<file path="config.mk">
export PLATFORM = sky130hd
export DESIGN_NAME = sorted_unique_symbol_set
export DESIGN_NICKNAME = d
export VERILOG_FILES = /design/src/sv/susset_pkg.sv /design/src/sv/susset_cell.sv /design/src/sv/susset_enc.sv /design/src/sv/sorted_unique_symbol_set.sv
export SDC_FILE = /design/constraint.sdc
export NUM_CORES = 2
export LEC_CHECK = 0
export BUFFER_PORTS_ARGS = -buffer_cell sky130_fd_sc_hd__buf_2
export CAP_MARGIN = 25
export CORE_MARGIN = 4
export CORE_UTILIZATION = 56
export CTS_BUF_LIST = sky130_fd_sc_hd__clkbuf_8
export CTS_CLUSTER_DIAMETER = 80
export DETAILED_ROUTE_END_ITERATION = 16
export GPL_ROUTABILITY_DRIVEN = 0
export MAX_ROUTING_LAYER = met4
export PLACE_DENSITY = 0.77
export SYNTH_ARGS = -nofsm -noshare
export SYNTH_HDL_FRONTEND = slang
export SYNTH_SLANG_ARGS = --single-unit
export TNS_END_PERCENT = 100
</file>
<file path="constraint.sdc">
create_clock -name clk -period 4 [get_ports clk]
set_clock_uncertainty 0.1 [all_clocks]
set_input_delay 0.8 -clock clk [delete_from_list [all_inputs] [get_ports clk]]
set_output_delay 0.8 -clock clk [all_outputs]
set_load 0.005 [all_outputs]
</file>
<file path="src/sv/susset_pkg.sv">
`timescale 1ns / 1ps
// ----------------------------------------------------------------------------
// susset_pkg
// Shared types and constants for the sorted unique symbol set.
// ----------------------------------------------------------------------------
package susset_pkg;

    localparam int CAPACITY_DEF = 64;

    localparam int SYM_W    = 8;
    localparam int STATUS_W = 2;
    localparam int OUT_N_W  = 7;

    typedef logic [SYM_W-1:0]    sym_t;
    typedef logic [STATUS_W-1:0] status_t;

    localparam status_t ST_INSERTED = 2'd0;
    localparam status_t ST_PRESENT  = 2'd1;
    localparam status_t ST_FULL     = 2'd2;

    // Compare flags that one cell hands to its right neighbor and to the encoder
    typedef struct packed {
        logic lt;   // held entry is below the offered symbol
        logic eq;   // held entry matches the offered symbol
        logic hit;  // first cell whose entry is not below the symbol
    } cell_flags_t;

endpackage

</file>
<file path="src/sv/susset_cell.sv">
`timescale 1ns / 1ps
// ----------------------------------------------------------------------------
// susset_cell
// One slot of the sorted chain: compares against the offered symbol and,
// on insert, keeps its entry, takes the symbol, or takes its left neighbor.
// ----------------------------------------------------------------------------
module susset_cell
    import susset_pkg::*;
(
    input  logic        clk,
    input  logic        rst_n,
    input  sym_t        sym,
    input  logic        cmp_en,
    input  logic        ins_en,
    input  sym_t        left_entry,
    input  logic        left_lt,
    output sym_t        entry,
    output cell_flags_t flags
);

    sym_t entry_reg;
    sym_t entry_next;
    logic lt_reg;
    logic lt_next;
    logic eq_reg;
    logic eq_next;

    always_comb
    begin
        lt_next    = lt_reg;
        eq_next    = eq_reg;
        entry_next = entry_reg;
        if (cmp_en)
        begin
            // Zero marks an empty slot and never compares as held
            lt_next = (entry_reg != '0) && (entry_reg < sym);
            eq_next = (entry_reg != '0) && (entry_reg == sym);
        end
        if (ins_en && !lt_reg)
        begin
            entry_next = left_lt ? sym : left_entry;
        end
    end

    always_ff @(posedge clk or negedge rst_n)
    begin
        if (!rst_n)
        begin
            entry_reg <= '0;
            lt_reg    <= 1'b0;
            eq_reg    <= 1'b0;
        end
        else
        begin
            entry_reg <= entry_next;
            lt_reg    <= lt_next;
            eq_reg    <= eq_next;
        end
    end

    assign entry     = entry_reg;
    assign flags.lt  = lt_reg;
    assign flags.eq  = eq_reg;
    assign flags.hit = !lt_reg && left_lt;

endmodule

</file>
<file path="src/sv/susset_enc.sv">
`timescale 1ns / 1ps
// ----------------------------------------------------------------------------
// susset_enc
// Gathers the cell flags: match detect and index of the insertion point.
// ----------------------------------------------------------------------------
module susset_enc
    import susset_pkg::*;
#(
    parameter int CAPACITY = CAPACITY_DEF,
    parameter int IDX_W    = $clog2(CAPACITY)
)
(
    input  cell_flags_t      flags [CAPACITY],
    output logic             present,
    output logic             found,
    output logic [IDX_W-1:0] idx
);

    always_comb
    begin
        present = 1'b0;
        found   = 1'b0;
        idx     = '0;
        // The hit flags are one-hot over a sorted chain, so OR the indexes
        for (int i = 0; i < CAPACITY; i++)
        begin
            present = present | flags[i].eq;
            found   = found | flags[i].hit;
            idx     = idx | (flags[i].hit ? IDX_W'(i) : '0);
        end
    end

endmodule

</file>
<file path="src/sv/sorted_unique_symbol_set.sv">
`timescale 1ns / 1ps
// ----------------------------------------------------------------------------
// sorted_unique_symbol_set
// Sorted set of distinct non-zero byte symbols held in a chain of cells.
// ----------------------------------------------------------------------------
// Each slave transfer offers one symbol and yields exactly one master
// transfer with status (inserted, present, or full and dropped), the sorted
// position and the entry count after the step. Symbol zero is reserved and
// reports present at the current count. The symbol is latched at the
// accepting edge; then every cell compares it against its entry, the
// insertion point is encoded across the chain and registered, and the
// chain shifts as the output register is loaded. The next symbol is
// accepted in the cycle after that, even if that result has not been
// taken yet; no symbol is taken while one is in flight. When a result is
// ready while the one before it still waits in the output register, hold
// the chain until that transfer. The set is empty after reset; no
// clearing pass is needed.
module sorted_unique_symbol_set
    import susset_pkg::*;
#(
    parameter int CAPACITY = CAPACITY_DEF
)
(
    input  logic        clk,
    input  logic        rst_n,
    input  logic        s_tvalid,
    output logic        s_tready,
    input  logic [7:0]  s_tdata,   // [7:0] symbol
    output logic        m_tvalid,
    input  logic        m_tready,
    output logic [15:0] m_tdata    // [1:0] status, [8:2] position, [15:9] entry_count
);

    localparam int CNT_W = $clog2(CAPACITY + 1);
    localparam int IDX_W = $clog2(CAPACITY);

    typedef enum logic [3:0] {
        S_IDLE = 4'b0001,
        S_CMP  = 4'b0010,
        S_DEC  = 4'b0100,
        S_OUT  = 4'b1000
    } state_t;

    state_t state_reg;
    state_t state_next;

    sym_t             sym_reg;
    logic [CNT_W-1:0] cnt_reg;
    status_t          status_reg;
    logic [CNT_W-1:0] pos_reg;
    logic [CNT_W-1:0] new_cnt_reg;
    logic             ins_reg;

    logic             m_valid_reg;
    status_t          m_status_reg;
    logic [CNT_W-1:0] m_pos_reg;
    logic [CNT_W-1:0] m_cnt_reg;

    logic             accept;
    logic             out_free;
    logic             cmp_en;
    logic             ins_en;
    logic             load_out;

    sym_t             entries [CAPACITY];
    cell_flags_t      flags   [CAPACITY];
    logic             present;
    logic             found;
    logic [IDX_W-1:0] idx;
    logic             full;

    assign out_free = !m_valid_reg || m_tready;
    assign s_tready = (state_reg == S_IDLE);
    assign accept   = s_tvalid && s_tready;
    assign cmp_en   = (state_reg == S_CMP);
    assign load_out = (state_reg == S_OUT) && out_free;
    assign ins_en   = load_out && ins_reg;
    assign full     = (cnt_reg == CNT_W'(CAPACITY));

    for (genvar i = 0; i < CAPACITY; i++)
    begin : g_cell
        sym_t left_entry;
        logic left_lt;
        if (i == 0)
        begin : g_head
            assign left_entry = '0;
            assign left_lt    = 1'b1;
        end
        else
        begin : g_body
            assign left_entry = entries[i-1];
            assign left_lt    = flags[i-1].lt;
        end
        susset_cell u_cell (
            .clk        (clk),
            .rst_n      (rst_n),
            .sym        (sym_reg),
            .cmp_en     (cmp_en),
            .ins_en     (ins_en),
            .left_entry (left_entry),
            .left_lt    (left_lt),
            .entry      (entries[i]),
            .flags      (flags[i])
        );
    end

    susset_enc #(
        .CAPACITY (CAPACITY),
        .IDX_W    (IDX_W)
    ) u_enc (
        .flags   (flags),
        .present (present),
        .found   (found),
        .idx     (idx)
    );

    always_comb
    begin
        state_next = state_reg;
        case (state_reg)
            S_IDLE:  if (accept) state_next = S_CMP;
            S_CMP:   state_next = S_DEC;
            S_DEC:   state_next = S_OUT;
            S_OUT:   if (out_free) state_next = S_IDLE;
            default: state_next = S_IDLE;
        endcase
    end

    always_ff @(posedge clk or negedge rst_n)
    begin
        if (!rst_n)
        begin
            state_reg   <= S_IDLE;
            cnt_reg     <= '0;
            ins_reg     <= 1'b0;
            m_valid_reg <= 1'b0;
        end
        else
        begin
            state_reg <= state_next;
            if (state_reg == S_DEC)
            begin
                ins_reg <= (sym_reg != '0) && !present && !full;
            end
            if (load_out)
            begin
                cnt_reg     <= new_cnt_reg;
                m_valid_reg <= 1'b1;
            end
            else if (m_tready)
            begin
                m_valid_reg <= 1'b0;
            end
        end
    end

    // Payload registers
    always_ff @(posedge clk)
    begin
        if (accept)
        begin
            sym_reg <= s_tdata;
        end
        if (state_reg == S_DEC)
        begin
            if (sym_reg == '0)
            begin
                status_reg  <= ST_PRESENT;
                pos_reg     <= cnt_reg;
                new_cnt_reg <= cnt_reg;
            end
            else if (present)
            begin
                status_reg  <= ST_PRESENT;
                pos_reg     <= CNT_W'(idx);
                new_cnt_reg <= cnt_reg;
            end
            else if (full || !found)
            begin
                // Drop: report the count as position
                status_reg  <= ST_FULL;
                pos_reg     <= cnt_reg;
                new_cnt_reg <= cnt_reg;
            end
            else
            begin
                status_reg  <= ST_INSERTED;
                pos_reg     <= CNT_W'(idx);
                new_cnt_reg <= cnt_reg + CNT_W'(1);
            end
        end
        if (load_out)
        begin
            m_status_reg <= status_reg;
            m_pos_reg    <= pos_reg;
            m_cnt_reg    <= new_cnt_reg;
        end
    end

    assign m_tvalid = m_valid_reg;
    assign m_tdata  = {OUT_N_W'(m_cnt_reg), OUT_N_W'(m_pos_reg), m_status_reg};

`ifndef SYNTHESIS
    a_cnt_bound: assert property (@(posedge clk) disable iff (!rst_n)
        cnt_reg <= CNT_W'(CAPACITY))
        else $error("entry count above capacity");

    a_ins_grows: assert property (@(posedge clk) disable iff (!rst_n)
        ins_en |=> cnt_reg == $past(cnt_reg) + CNT_W'(1))
        else $error("insert did not grow the count");

    a_full_drop: assert property (@(posedge clk) disable iff (!rst_n)
        load_out && status_reg == ST_FULL |-> full && !ins_reg)
        else $error("symbol dropped while set not full");

    a_ins_pos: assert property (@(posedge clk) disable iff (!rst_n)
        load_out && status_reg == ST_INSERTED |-> pos_reg < new_cnt_reg)
        else $error("insert position beyond count");
`endif

endmodule

</file>
# Word level (Yosys, flattened, before mapping)

Index checks and enable logic that the tools add are counted.

Add/sub/neg operators: 1
Multiply operators: 0
Div/mod/pow operators: 0
Order comparisons: 64
Eq/ne operators: 71
Shift-type cells: 0
Multiplexer cells: 138
Bitwise operators: 188
Reductions and logical operators: 399

Operators with widths:

| cell                  | number |
|---|---|
| $reduce_bool A8 Y1    | 65 |
| $eq A8 B8 Y1          | 64 |
| $lt A8 B8 Y1          | 64 |
| $mux W8               | 63 |
| $or A6 B6 Y6          | 62 |
| $logic_and A1 B1 Y1   | 260 |
| $mux W6               | 32 |
| $or A1 B1 Y1          | 126 |
| $mux W5               | 16 |
| $logic_not A1 Y1      | 68 |
| $mux W7               | 6 |
| $mux W4               | 10 |
| $pmux W4 S4           | 1 |
| $mux W3               | 4 |
| $logic_not A8 Y1      | 1 |
| $add A7 B1 Y7 const B | 1 |
| $eq A7 B7 Y1 const B  | 1 |
| $mux W2               | 3 |
| $eq A4 B1 Y1 const B  | 1 |
| $eq A4 B2 Y1 const B  | 1 |
| $eq A4 B3 Y1 const B  | 1 |
| $eq A4 B4 Y1 const B  | 1 |
| $mux W1               | 3 |
| $logic_or A1 B1 Y1    | 2 |
| other kinds (5)       | 5 |

Bits in registers: 693
Latch bits: 0
RAM bits: 0
Bits in read-only memories: 0
Output and inout bits: 18
Logic and storage cells: 1,064
Memories: 0

# Longest topological paths before layout

Depth after elaboration: 70
Depth in mapped cells: 10
Depth with buffers taken out: 9

# By module

Synthesis repeated with hierarchy kept, for this count alone.

Cell total of the unflattened synthesis: 4,808
Area, all modules: 45,209.6 um^2

Modules (own cells, without submodules):

| module                   | instances | cells an instance | area an instance (um^2) |
|---|---|---|---|
| susset_cell              | 64        | 72                | 666.9 |
| sorted_unique_symbol_set | 1         | 126               | 2,060.7 |
| susset_enc               | 1         | 74                | 467.9 |

# Worst setup path before layout

No wires, ideal clock.

Path type: reg-to-reg
Start: register sym_reg[1]
End: register g_cell[4].u_cell.lt_reg
Library setup time: 0.083 ns
Arrival: 2.805 ns
Required time: 3.817 ns
Setup slack: 1.013 ns
Cell stages (with the launch flop): 11
Period minus slack after synthesis: 2.987 ns
Cells stage by stage: edfxtp_1 clkbuf_1 inv_1 ha_1 nor2b_1 o21a_1 o21ai_0 nand2b_1 a21oi_1 o211ai_1 o21ai_0

Cells in the longest elaborated chain, start to end: 2

RTL lines:

| item                   | RTL line                        | text |
|---|---|---|
| start, declared        | sorted_unique_symbol_set.sv:47  | `sym_t sym_reg;` |
| start signal, assigned | sorted_unique_symbol_set.sv:162 | `sym_reg <= s_tdata;` |
| $lt A8 B8 Y1           | susset_cell.sv:36               | `lt_next = (entry_reg != '0) && (entry_reg < sym);` |
| $logic_and A1 B1 Y1    | susset_cell.sv:36               |  |
| end signal, assigned   | susset_cell.sv:56               | `lt_reg <= lt_next;` |
| end, declared          | susset_cell.sv:23               | `logic lt_reg;` |

Every way passes these cells.
A chain may end at the register's enable or synchronous reset.

# Final worst setup path

Start: register g_cell[19].u_cell.lt_reg
End: register new_cnt_reg[1], data pin

Cells in the longest elaborated chain, start to end: 52
Elaborated cells on any way between the ends: 53
Classes of those cells: 3 x mux; 45 x bitwise; 5 x reduce/logical

RTL lines:

| item                           | RTL line                        | text |
|---|---|---|
| start, declared                | susset_cell.sv:23               |  |
| start signal, assigned         | susset_cell.sv:56               |  |
| $logic_not A1 Y1               | susset_cell.sv:64               | `assign flags.hit = !lt_reg && left_lt;` |
| $logic_and A1 B1 Y1            | susset_cell.sv:64               |  |
| $or A1 B1 Y1                   | susset_enc.sv:28                | `found = found \| flags[i].hit;` |
| $or A1 B1 Y1 (*) (44 in a row) | susset_enc.sv:28                |  |
| $logic_not A1 Y1 (*)           | sorted_unique_symbol_set.sv:178 | `else if (full \|\| !found)` |
| $logic_or A1 B1 Y1 (*)         | sorted_unique_symbol_set.sv:178 |  |
| $mux W7 (*)                    | sorted_unique_symbol_set.sv:178 |  |
| $mux W7 (*)                    | sorted_unique_symbol_set.sv:172 | `else if (present)` |
| $mux W7 (*)                    | sorted_unique_symbol_set.sv:166 | `if (sym_reg == '0)` |
| end signal, assigned           | sorted_unique_symbol_set.sv:170 | `new_cnt_reg <= cnt_reg;` |
| end signal, assigned           | sorted_unique_symbol_set.sv:176 | `new_cnt_reg <= cnt_reg;` |
| end signal, assigned           | sorted_unique_symbol_set.sv:183 | `new_cnt_reg <= cnt_reg;` |
| end, declared                  | sorted_unique_symbol_set.sv:51  | `logic [CNT_W-1:0] new_cnt_reg;` |

Mark *: on every way between the ends. The rest lies on a longest branch, timed or not.

==> qor.yml <==
r2r.worst_path.cells: 7
routed_wl_mm: 121.1
wl_per_cell_um: 22.12
synth_top_cell_area_share: 0.3827
power.leakage_nw: 21.94
yosys.area_share.simple: 0.1402
min_period_ns: 3.492
synth_top_family_by_area: "adder cells"
ys_ff_latch: 693
cts_made_buffers: 118
clkSinkCount: 693
postSynth.asyncResetShare: 0.9423
clockRootBuffer: "clkbuf_8"
clk_pin_slew_ns: 0.06
largest_reg_flops: 512
finalCritPeriodShare: 0.8731
area_delta_synth_final_pct: 9.463
portBuffers: 29
yosysWarnings: 0
yosysTopAreaCell: "dfrtp_1"
hold_depth: 1
io_pins: 30
crit_fanout: 12
clock_latency_ns: 0.77
hold-path-endpoint: "sym_reg[0]$_DFFE_PP_"
h-tree-depth: 3
synth_xor_area_frac: 0.001233
dr.pass1.iters: 7
seq_area_frac_synth: 0.4115
cp_num_buf_inv: 1
arrival_ns: 3.91
multiInputGateArea_mm2: 0.02385
grt_max_degree: 87
r2r_slack_ns: 0.51
start_util: 0.5688
relSlewSlack: 0.2204
critical-path-max-stage-delay_ns: 0.86
antenna_found_initial: 2
status: "finished, final reports clean"
dieHeight_um: 283.9
fp.dieW_um: 283.9
cts_tree: "done"
viasPerCell: 6.364
critical_path_class: "reg2reg"
worst_ir_drop_vdd_mv: 0.3178
synth_area_leaders: "dfrtp_1, ha_1, mux2i_1, a21oi_1, nor2_1"
cts_hold_buf: 1
n_fill_cell: 6043
fin_ws_ns: 0.5077
synth_cell_types: 53
cpMaxStageDelayCell: "a2111oi_0"
worstHoldStart: "s_tdata[0]"
synth_top_flop_cell: "dfrtp_1"
design.core.area_mm2: 0.07495
synthAdderAreaFrac: 0.1509
reg2reg_to: "new_cnt_reg[1]$_DFFE_PP_"
fin_util: 0.6226
synth_edf_count: 40
dp_hpwl_mm: 78.94
muxShareOfSynthArea: 0.1209
first_iter_violations: 3080
grt_pass1_vias: 34902
crit_chain: "nor2b_1 -> a2111oi_0 -> buf_4 -> nand3_1 -> nor3_4 -> or3b_1 -> mux2_1"
gr-usage-all-layers: 0.3057
dieArea_mm2: 0.08060
setup_viol: 0
cp_top_family: "simple AND/OR/NAND/NOR gates"
synth-compound-area-share: 0.1461
grt_pass1_wl_mm: 193.9
powerDensity_mw_per_mm2: 641.0
synth_cells: 4392
finalHoldViolations: 0
syn_area_mm2: 0.04263
fin_hold_ws_ns: 0.1055
r2r-start: "g_cell[19].u_cell.lt_reg$_DFFE_PN0N_"
cp-end-kind: "register"
grt_overflow: 0
ctsResizeCount: 0
rsz0062_at_grt: "no"
clk_path_buf_depth: 3
final-seq-area_mm2: 0.01754
startpoint_type: "register"
preCtsSetupSlack_ns: 0.5939
rows: 100
cap_violations: 0
cp.depth: 7
drive_gt1_frac: 0.06972
drc: 0
ant_nets: 0
hold_class: "in2reg"
num_vias: 34836
fmax_ghz: 0.2863
cp_data_required_time_ns: 4.42
tns_ns: 0
worstMarginPinSlew_ns: 1.169
avgSynthCellArea_um2: 9.706
drv_slew: 0
post_cts_buffers: 0
final_nets: 4929
syn-num-nets: 4918
worst max-delay path by stage:
stage                                               startpoint  slack, ns                             endpoint
final                     g_cell[19].u_cell.lt_reg$_DFFE_PN0N_       0.51             new_cnt_reg[1]$_DFFE_PP_
after global routing      g_cell[19].u_cell.lt_reg$_DFFE_PN0N_       0.44             new_cnt_reg[1]$_DFFE_PP_
after CTS                 g_cell[17].u_cell.eq_reg$_DFFE_PN0N_       0.59             new_cnt_reg[1]$_DFFE_PP_
after detailed placement  g_cell[19].u_cell.lt_reg$_DFFE_PN0N_       0.59                 pos_reg[1]$_DFFE_PP_
after global placement    g_cell[19].u_cell.lt_reg$_DFFE_PN0N_       0.64                 pos_reg[3]$_DFFE_PP_
after floorplan                           sym_reg[1]$_DFFE_PP_       1.01  g_cell[4].u_cell.lt_reg$_DFFE_PN0N_
kinds of logic (layout without fill, tap and decap cells):
kind of cell / Yosys count / count (layout)
simple gates: 1268 / 1268
compound gates: 1074 / 1074
flops: 693 / 693
fa+ha+maj: 514 / 514
mux: 512 / 512
buf+inv: 325 / 437
xor+xnor: 6 / 6
other cells: 0 / 1
cells in the final DEF (no fill, tap or decap), types with 52 or more instances in the layout:
cell type and n:
nor4_1 148, nand2_1 113, inv_1 136, nor2b_1 105, nand4_1 63, mux2i_1 505, nand2b_1 67, clkbuf_8 158
ha_1 514, dfrtp_1 652, a32o_1 57, o21ai_0 106, nor2_1 628, buf_4 52, nand3_1 89, a21oi_1 697
power by group:
group          switching (mW)  internal, mW  total [mW]
Sequential               2.83          8.82        11.7
Combinational            6.21          5.00        11.2
Clock                    3.12          3.93        7.05
cell type report:
| type | count | share of cell area |
|---|---|---|
| timing repair buffer | 102 | 0.02049 |
| clock buffer | 158 | 0.04660 |
| antenna | 1 | 0.00005363 |
| inverter | 114 | 0.009546 |
| sequential | 693 | 0.3760 |
| clock inverter | 63 | 0.01016 |
| tap | 969 | 0.02598 |
| multi-input combinational | 3374 | 0.5112 |
layer usage:
layer / part of all wire / routed length (um) / global-route usage / vias up
met3: 0.071 / 8631 / 0.05004 / 429
met2: 0.46 / 55560 / 0.4785 / 1318
li1: - / - / - / 16156
met1: 0.42 / 51330 / 0.3974 / 16933
met5: 0 / 0 / - / -
met4: 0.046 / 5556 / 0.1286 / 0
synth_stat cells, drive strengths merged (57+ instances only):
library cell / n
nor4: 149
nand4: 63
nand2: 114
ha: 514
inv: 114
dfrtp: 652
clkbuf: 190
o21ai: 107
a21oi: 697
nor2: 628
mux2i: 505
nor2b: 105
a32o: 57
nand3: 89
nand2b: 67
through the flow:
| step | area (um2) | power (mW) | cells |
|---|---|---|---|
| after CTS | 46650 | 29.77 | 5472 |
| after global routing | 46660 | 31.99 | 5474 |
| after global placement | 43970 | 22.10 | 5249 |
| after floorplan | 42630 | 18.90 | 4392 |
| final | 46660 | 29.91 | 5474 |
| after detailed placement | 43990 | 22.63 | 5250 |
No activity file was read; power rests on OpenSTA's default activity.
